**config.mk**
```make
export PLATFORM = sky130hd
export DESIGN_NAME = sha1_stream_hash
export DESIGN_NICKNAME = d
export VERILOG_FILES = /design/src/sha1s_pkg.sv /design/src/sha1s_round.sv /design/src/sha1_stream_hash.sv
export SDC_FILE = /design/constraint.sdc
export NUM_CORES = 2
export LEC_CHECK = 0
export BUFFER_PORTS_ARGS = -buffer_cell sky130_fd_sc_hd__buf_2
export CORE_UTILIZATION = 40
export DETAILED_ROUTE_END_ITERATION = 12
export PLACE_DENSITY = 0.67
export SLEW_MARGIN = 20
export SYNTH_ARGS = -nofsm -noshare
export SYNTH_HDL_FRONTEND = slang
export SYNTH_HIERARCHICAL = 1
export SYNTH_SLANG_ARGS = --single-unit
```
**constraint.sdc**
```tcl
create_clock -name clk -period 15.2 [get_ports clk]
set_input_delay 3.04 -clock clk [delete_from_list [all_inputs] [get_ports clk]]
set_output_delay 3.04 -clock clk [all_outputs]
set_load 0.02 [all_outputs]
```
**src/sha1s_pkg.sv**
```systemverilog
// Shared types and constants for the SHA-1 stream hash.
// Used by sha1s_round and sha1_stream_hash; no dependencies.
package sha1s_pkg;

	localparam int unsigned ROUNDS = 80;
	localparam int unsigned RND_W  = 7;

	// Initial chaining values, H0 in the top slot.
	localparam logic [4:0][31:0] SHA1S_INIT = {
		32'h67452301, 32'hEFCDAB89, 32'h98BADCFE, 32'h10325476, 32'hC3D2E1F0
	};

	localparam logic [31:0] K_CH  = 32'h5A827999;
	localparam logic [31:0] K_PA1 = 32'h6ED9EBA1;
	localparam logic [31:0] K_MAJ = 32'h8F1BBCDC;
	localparam logic [31:0] K_PA2 = 32'hCA62C1D6;

	localparam logic [7:0] PAD_BYTE = 8'h80;

	// Working variables of the compression rounds.
	typedef struct packed {
		logic [31:0] a;
		logic [31:0] b;
		logic [31:0] c;
		logic [31:0] d;
		logic [31:0] e;
	} sha1s_vars_t;

endpackage

```
**src/sha1s_round.sv**
```systemverilog
// One SHA-1 compression round, shared across all 80 rounds of a block.
// Depends on sha1s_pkg for the working-variable struct and round constants.
module sha1s_round
	import sha1s_pkg::*;
(
	input  sha1s_vars_t      cur,
	input  logic [31:0]      w,
	input  logic [RND_W-1:0] rnd,
	output sha1s_vars_t      nxt
);

	logic [31:0] f;
	logic [31:0] k;
	logic [31:0] t;

	always_comb begin
		if (rnd < RND_W'(20)) begin
			f = (cur.b & cur.c) | (~cur.b & cur.d);
			k = K_CH;
		end else if (rnd < RND_W'(40)) begin
			f = cur.b ^ cur.c ^ cur.d;
			k = K_PA1;
		end else if (rnd < RND_W'(60)) begin
			f = (cur.b & cur.c) | (cur.b & cur.d) | (cur.c & cur.d);
			k = K_MAJ;
		end else begin
			f = cur.b ^ cur.c ^ cur.d;
			k = K_PA2;
		end
	end

	assign t = {cur.a[26:0], cur.a[31:27]} + f + cur.e + k + w;

	always_comb begin
		nxt.a = t;
		nxt.b = cur.a;
		nxt.c = {cur.b[1:0], cur.b[31:2]};
		nxt.d = cur.c;
		nxt.e = cur.d;
	end

endmodule

```
**src/sha1_stream_hash.sv**
```systemverilog
// SHA-1 stream hash: one message byte per append word, digest on finish.
// Appends are taken in IDLE; the byte that fills a block starts the 80 rounds and the update.
// No further byte is taken until that block is compressed, as the single round unit is busy.
// Finish: pad and length bytes, one or two blocks compressed, then 5 output words.
// Reset (arst_n low, asynchronous): chaining words to the initial values, fill, length and
// control cleared; the block buffer is not cleared and is always written before use.
module sha1_stream_hash
	import sha1s_pkg::*;
(
	input  logic        clk,
	input  logic        arst_n,
	input  logic        in_valid,
	output logic        in_ready,
	input  logic        command,
	input  logic [7:0]  message_byte,
	output logic        out_valid,
	input  logic        out_ready,
	output logic [31:0] digest_word,
	output logic [2:0]  word_index,
	output logic        last_word
);

	typedef enum logic [4:0] {
		ST_IDLE   = 5'b00001,
		ST_PAD    = 5'b00010,
		ST_ROUND  = 5'b00100,
		ST_UPDATE = 5'b01000,
		ST_EMIT   = 5'b10000
	} state_t;

	localparam logic [5:0]       FILL_LAST  = 6'd63;
	localparam logic [5:0]       FILL_PRE_LEN = 6'd55;
	localparam logic [RND_W-1:0] RND_LAST   = RND_W'(ROUNDS - 1);
	localparam logic [2:0]       IDX_LAST   = 3'd4;

	state_t           state_q;
	logic [511:0]     blk_q;
	logic [5:0]       fill_q;
	logic [63:0]      len_q;
	logic [4:0][31:0] h_q;
	sha1s_vars_t      vars_q;
	sha1s_vars_t      vars_nxt;
	logic [RND_W-1:0] rnd_q;
	logic             fin_q;
	logic             first_q;
	logic             len_mode_q;
	logic [2:0]       idx_q;

	logic [31:0] w0, w2, w8, w13, w_x, w_r;
	logic [7:0]  pad_byte;
	logic        in_fire;
	logic        out_fire;

	assign in_ready  = (state_q == ST_IDLE);
	assign out_valid = (state_q == ST_EMIT);
	assign in_fire   = in_valid && in_ready;
	assign out_fire  = out_valid && out_ready;

	assign digest_word = h_q[3'd4 - idx_q];
	assign word_index  = idx_q;
	assign last_word   = (idx_q == IDX_LAST);

	// Schedule window: oldest word at the top of the buffer.
	assign w0  = blk_q[511:480];
	assign w2  = blk_q[447:416];
	assign w8  = blk_q[255:224];
	assign w13 = blk_q[95:64];
	assign w_x = w13 ^ w8 ^ w2 ^ w0;
	assign w_r = (rnd_q < RND_W'(16)) ? w0 : {w_x[30:0], w_x[31]};

	assign pad_byte = first_q ? PAD_BYTE : (len_mode_q ? len_q[63:56] : 8'h00);

	sha1s_round u_round (
		.cur (vars_q),
		.w   (w_r),
		.rnd (rnd_q),
		.nxt (vars_nxt)
	);

	// Buffer and working variables carry no reset.
	always_ff @(posedge clk) begin
		if (in_fire && !command) begin
			blk_q <= {blk_q[503:0], message_byte};
		end else if (state_q == ST_PAD) begin
			blk_q <= {blk_q[503:0], pad_byte};
		end else if (state_q == ST_ROUND) begin
			blk_q <= {blk_q[479:0], w_r};
		end
		if (state_q == ST_ROUND) begin
			vars_q <= vars_nxt;
		end else begin
			vars_q <= {h_q[4], h_q[3], h_q[2], h_q[1], h_q[0]};
		end
	end

	always_ff @(posedge clk or negedge arst_n) begin
		if (!arst_n) begin
			state_q    <= ST_IDLE;
			fill_q     <= '0;
			len_q      <= '0;
			h_q        <= SHA1S_INIT;
			rnd_q      <= '0;
			fin_q      <= 1'b0;
			first_q    <= 1'b0;
			len_mode_q <= 1'b0;
			idx_q      <= '0;
		end else begin
			unique case (state_q)
				ST_IDLE: begin
					if (in_fire) begin
						if (command) begin
							// Hold the bit length for the trailing length bytes.
							len_q   <= {len_q[60:0], 3'b000};
							fin_q   <= 1'b1;
							first_q <= 1'b1;
							state_q <= ST_PAD;
						end else begin
							len_q  <= len_q + 64'd1;
							fill_q <= fill_q + 6'd1;
							if (fill_q == FILL_LAST) begin
								rnd_q   <= '0;
								state_q <= ST_ROUND;
							end
						end
					end
				end
				ST_PAD: begin
					first_q <= 1'b0;
					fill_q  <= fill_q + 6'd1;
					if (len_mode_q) begin
						len_q <= {len_q[55:0], 8'h00};
					end
					if (fill_q == FILL_LAST) begin
						rnd_q   <= '0;
						state_q <= ST_ROUND;
					end else if (fill_q == FILL_PRE_LEN && !len_mode_q) begin
						len_mode_q <= 1'b1;
					end
				end
				ST_ROUND: begin
					rnd_q <= rnd_q + RND_W'(1);
					if (rnd_q == RND_LAST) begin
						state_q <= ST_UPDATE;
					end
				end
				ST_UPDATE: begin
					h_q[4] <= h_q[4] + vars_q.a;
					h_q[3] <= h_q[3] + vars_q.b;
					h_q[2] <= h_q[2] + vars_q.c;
					h_q[1] <= h_q[1] + vars_q.d;
					h_q[0] <= h_q[0] + vars_q.e;
					if (fin_q && len_mode_q) begin
						idx_q   <= '0;
						state_q <= ST_EMIT;
					end else if (fin_q) begin
						state_q <= ST_PAD;
					end else begin
						state_q <= ST_IDLE;
					end
				end
				ST_EMIT: begin
					if (out_fire) begin
						idx_q <= idx_q + 3'd1;
						if (idx_q == IDX_LAST) begin
							// Drop back to a fresh message.
							h_q        <= SHA1S_INIT;
							fill_q     <= '0;
							len_q      <= '0;
							fin_q      <= 1'b0;
							len_mode_q <= 1'b0;
							state_q    <= ST_IDLE;
						end
					end
				end
				default: begin
					state_q <= ST_IDLE;
				end
			endcase
		end
	end

	a_no_overlap: assert property (@(posedge clk) disable iff (!arst_n)
		!(in_ready && out_valid))
		else $error("input taken while digest is being emitted");

	a_fill_empty_on_emit: assert property (@(posedge clk) disable iff (!arst_n)
		out_valid |-> (fill_q == 6'd0 && len_mode_q && fin_q))
		else $error("digest emitted with buffer not drained");

	a_round_range: assert property (@(posedge clk) disable iff (!arst_n)
		(state_q == ST_ROUND) |-> (rnd_q <= RND_LAST))
		else $error("round counter out of range");

	a_final_block: assert property (@(posedge clk) disable iff (!arst_n)
		(state_q == ST_UPDATE && fin_q && len_mode_q) |=> (state_q == ST_EMIT && idx_q == 3'd0))
		else $error("final block not followed by digest output");

endmodule

```
Word-level counts from Yosys, hierarchy flattened
Cells that the tools add are included.
{ "op_classes": {"eq_ne": 19, "bitwise_logic": 13, "magnitude_cmp": 5, "mux": 54, "n_addsub": 14, "reduce_logical": 23} }
{ "ops": {"columns": ["op", "count"], "rows": [
  ["2-to-1 mux 512 bit", 3],
  ["2-to-1 mux 160 bit", 3],
  ["2-to-1 mux 64 bit", 5],
  ["one-hot mux 160 bit (2 select lines)", 1],
  ["adder 32 bit", 9],
  ["2-to-1 mux 32 bit", 7],
  ["one-hot mux 64 bit (3 select lines)", 1],
  ["bitwise XOR 32 bit", 5],
  ["bitwise AND 32 bit", 4],
  ["binary-select mux 32 bit (select 3 bit)", 1],
  ["bitwise OR 32 bit", 3],
  ["adder 64 x 1 -> 64 bit (second input constant)", 1],
  ["2-to-1 mux 5 bit", 7],
  ["NOT 32 bit", 1],
  ["2-to-1 mux 31 bit", 1],
  ["one-hot mux 5 bit (5 select lines)", 1],
  ["2-to-1 mux 6 bit", 4],
  ["2-to-1 mux 7 bit", 3],
  ["one-hot mux 7 bit (3 select lines)", 1],
  ["AND reduction 5 bit", 4],
  ["one-hot mux 6 bit (3 select lines)", 1],
  ["2-to-1 mux 8 bit", 2],
  ["< comparator 7 x 5 -> 1 bit (second input constant)", 2],
  ["< comparator 7 x 6 -> 1 bit (second input constant)", 2],
  ["other kinds (26)", 56]
]} }
{ "word_totals": {"reg_bits": 920, "inputBits": 13} }

Logic depth before layout (Yosys ltp)
{ "logic_depth": {"word_depth": 11, "mapped_depth": 22, "mapped_depth_nobuf": 20} }

By module
Netlist, hierarchy kept.
{ "by_module_without_submodules": {"columns": ["mod", "area_per_inst_um2", "instances", "seq_area_each_um2", "cells_each"], "rows": [
  ["sha1_stream_hash", 48317.6, 1, 24885.1, 4154],
  ["sha1s_round", 6550.0, 1, 0.0, 775]
]} }

Worst setup path after synthesis
No wires, ideal clock.
{ "synth_path": {"path_type": "in2reg", "from": "in command", "to": "reg blk_q[0], enable pin", "arrival_time_ps": 16591, "cell_stages": 6, "n_path_buf": 4, "slack_ps": -2364, "cell_sequence": "clkbuf_1 o21ai_1 clkbuf_1 clkbuf_1 buf_2 nand2b_1"} }
{ "synth_via": {"elab_chain_len": 3} }
{ "synth_rtl": {"columns": ["item", "line_no", "text"], "rows": [
  ["from (decl)", "sha1_stream_hash.sv:14", "input logic command,"],
  ["logical NOT 1 bit", "sha1_stream_hash.sv:82", "if (in_fire && !command) begin"],
  ["logical AND 1 bit", "sha1_stream_hash.sv:82", null],
  ["nonzero test 3 bit (no source line)", null, null],
  ["to (signal assigned)", "sha1_stream_hash.sv:83", "blk_q <= {blk_q[503:0], message_byte};"],
  ["to (signal assigned)", "sha1_stream_hash.sv:85", "blk_q <= {blk_q[503:0], pad_byte};"],
  ["to (signal assigned)", "sha1_stream_hash.sv:87", "blk_q <= {blk_q[479:0], w_r};"],
  ["to (decl)", "sha1_stream_hash.sv:37", "logic [511:0] blk_q;"]
]} }
No other way between the ends.
A chain may end at the register's enable or synchronous reset.

Worst setup path in the final report
{ "layout_path": {"from": "in command", "to": "reg blk_q[507] (data pin)"} }
{ "layout_via": {"elab_chain_len": 3} }
{ "layout_rtl": {"columns": ["item", "line_no"], "rows": [
  ["logical NOT 1 bit", "sha1_stream_hash.sv:82"],
  ["logical AND 1 bit", "sha1_stream_hash.sv:82"],
  ["2-to-1 mux 512 bit", "sha1_stream_hash.sv:82"]
]} }
No other way between the ends.

==> flow_metrics.py <==
metrics = {
    "die": {
        "rows": 135,
        "start_util_pct": 40.4,
        "core_area_um2": 136000,
        "die_y_um": 372,
        "die_area_um2": 139000,
        "die_w_um": 372,
        "num_io_pins": 51,
    },
    "clock_network": {
        "clkSlewWorstSetupHoldPaths_ns": 0.06,
        "clk-insertion-delay-late_ns": 0.72,
        "clk_path_buf_depth": 3,
        "cts_setup_buffers": 0,
        "ctsHoldBuffers": 0,
        "cts_max_level": 3,
        "cts_resized": 0,
        "cts_sinks": 920,
        "cts_root_buf": "clkbuf_16",
        "cts_made_buffers": 101,
        "cts_tree": "yes",
    },
    "power_and_ir_drop": {
        "p_leak_uw": 0.0231,
        "power.density_nw_per_um2": 165,
        "vdd_drop_max_mv": 0.147,
    },
    "timing": {
        "fmax_ghz": 0.141,
        "hold_ws_ns": 0.517,
        "fin_crit_ns": 7.07,
        "max_slew_margin_pct": 13.7,
        "hold_viol": 0,
        "fin_worst_skew_ns": 0.0307,
        "setup-tns-final_ns": 0,
        "rsz0062_at_grt": "false",
        "drv_slew": 0,
        "finalSetupViolations": 0,
        "max_slew.worst_pin.slew_ns": 1.28,
        "post-route-period-util_pct": 46.5,
    },
    "final_layout": {
        "multi_input_area_um2": 27200,
        "finalInstanceArea_um2": 59500,
        "final_cell_mix": "mux2_2, edfxtp_1, a21oi_1, nor2_1, o21ai_0",
        "layout_commonest_cell": "mux2_2",
        "ff_latch_area_um2": 24900,
        "finalNetCount": 5099,
        "layout-drive-gt1-share_pct": 21.9,
        "synthToLayoutAreaGrowth_pct": 8.39,
        "nFillCells": 12461,
    },
    "grt": {
        "track_usage_pct": 19.5,
        "grt-ovfl-total": 0,
        "antenna_found_initial": 4,
        "grt_pass1_vias": 36810,
        "grt_max_degree": 210,
        "grt_pass1_wl_mm": 212,
    },
    "logic_synthesis": {
        "synthArstFlopShare_pct": 27.0,
        "synth.yosys.seq_area_share_pct": 45.4,
        "syn_nets": 5265,
        "syn_area_um2": 54900,
        "postSynthAreaPerCell_um2": 11.1,
        "synth_ff_type": "edfxtp_1",
        "synth_warnings": 6,
        "ys_types": 93,
        "synthCells": 4929,
        "synth-edff-count": 512,
        "synth_seq_cells": 920,
    },
    "routing": {
        "drc_errors": 0,
        "via_per_inst": 5.67,
        "vias": 37624,
        "postRouteAntennaNets": 0,
        "drtPass1Iterations": 6,
        "routed_wl_mm": 136,
        "wl_per_cell_um": 20.5,
        "drt_iter0_drc": 3357,
    },
    "critical_path": {
        "critPathMaxFanout": 191,
        "critPathMostFrequentCell": "buf_4",
        "cp-end-kind": "flop",
        "startpoint_type": "input port",
        "cpPeakStageDelay_ns": 0.94,
        "crit_type": "in -> reg",
        "cp_data_required_time_ns": 15.65,
        "cp.arrival_ns": 7.52,
        "crit_path_cell_trace": "buf_2 -> buf_4 -> o21ai_4 -> buf_4 -> buf_12 -> buf_6 -> buf_4 -> mux2_2",
        "cpMaxStageDelayCell": "buf_4",
    },
    "placement": {
        "io_buffers": 50,
        "hpwl_mm": 94.6,
        "place_area_um2": 55900,
        "place_congestion": 0.936,
    },
    "job": {
        "maxCapViolCount": 0,
    },
    "hold_path": {
        "holdCritPathClass": "reg -> reg",
    },
    "run_status": {
        "status": "completed",
    },
}
-- cells in the mapped netlist, drive strengths merged, types with 31 or more instances --
library cell  number  share of area (%)
and3              45               0.51
dfxtp            160                5.8
edfxtp           512                 28
mux2             672                 14
a21o             117                1.6
buf              176                2.2
a31oi             31               0.35
dfstp             81                3.9
o22ai             56               0.64
nand2            239                1.6
inv              245                1.7
clkbuf           190                1.3
o21ai            294                2.7
nor3              66               0.61
ha               198                4.5
mux2i             95                1.7
a21oi            356                3.2
fa               125                4.6
xor2             105                1.7
nor2             287                2.0
nand4             39               0.51
dfrtp            167                7.6
nand3            123                1.1
o21bai            31               0.42
xnor2            188                3.0
-- area by class of cell --
type	count	share of cell area, %
diodes	1	0.00421
clock buffers	130	4.71
clock inverters	61	1.20
inverters	245	1.55
multi-input cells	3398	45.8
flip-flops and latches	920	41.8
well taps	1781	3.75
repair buffers	97	1.17
-- logic make-up after synthesis --
group | Yosys count | share of synthesized area, %
flip-flops | 920 | 45.4
adder cells (fa/ha/maj) | 323 | 9.08
buffers and inverters | 611 | 5.14
AO/OA/AOI/OAI | 1098 | 12.3
AND/OR/NAND/NOR | 917 | 7.95
multiplexers | 767 | 15.5
XOR/XNOR | 293 | 4.68
-- critical path, delay by kind of cell --
| family | cells | cell delay (ns) |
|---|---|---|
| buffers and inverters | 6 | 3.44 |
| AO/OA/AOI/OAI | 1 | 0.21 |
| multiplexers | 1 | 0.42 |
-- report_power, final --
part           internal, µW  total, µW  switching (µW)
Combinational          1460       3130            1670
Sequential             3610       4080             476
Clock                  1530       2610            1080
-- layer usage --
metal	vias to the layer above	track usage [%]	share of wire, %
li1	17523	-	-
met1	18766	27.9	46
met2	1123	30.4	45
met3	210	2.75	5.9
met4	2	5.80	2.9
met5	-	0	0.0095
-- state kept, by name (all words and copies together), names as in the netlist --
register	cells
first_q	1
fin_q	1
state_q	5
word_index	3
len_mode_q	1
len_q	64
blk_q	512
vars_q	160
rnd_q	7
fill_q	6
h_q	160
-- worst paths after layout --
check	startpoint	end	slack, ns	depth (start not counted)
max in group asynchronous	arst_n	len_q[60]	11.41	2
min in group asynchronous	arst_n	h_q[72]	2.34	1
max	command	blk_q[507]	8.13	8
min	h_q[95]	h_q[95]	0.52	2
min reg2reg	h_q[95]	h_q[95]	0.52	2
max reg2reg	rnd_q[4]	vars_q[159]	8.49	20
-- per-stage QoR --
step / power, µW / instances / utilization (%) / setup WS, ns
floorplan: 6620 / 4929 / - / 3.89
global placement: 7160 / 6440 / 41.2 / 7.25
detailed placement: 7240 / 6440 / 41.2 / 7.24
CTS: 9880 / 6631 / 43.8 / 7.99
global route: 10400 / 6632 / 43.8 / 7.97
finish: 9820 / 6633 / 43.8 / 8.13
No activity file was read; power rests on OpenSTA's default activity.
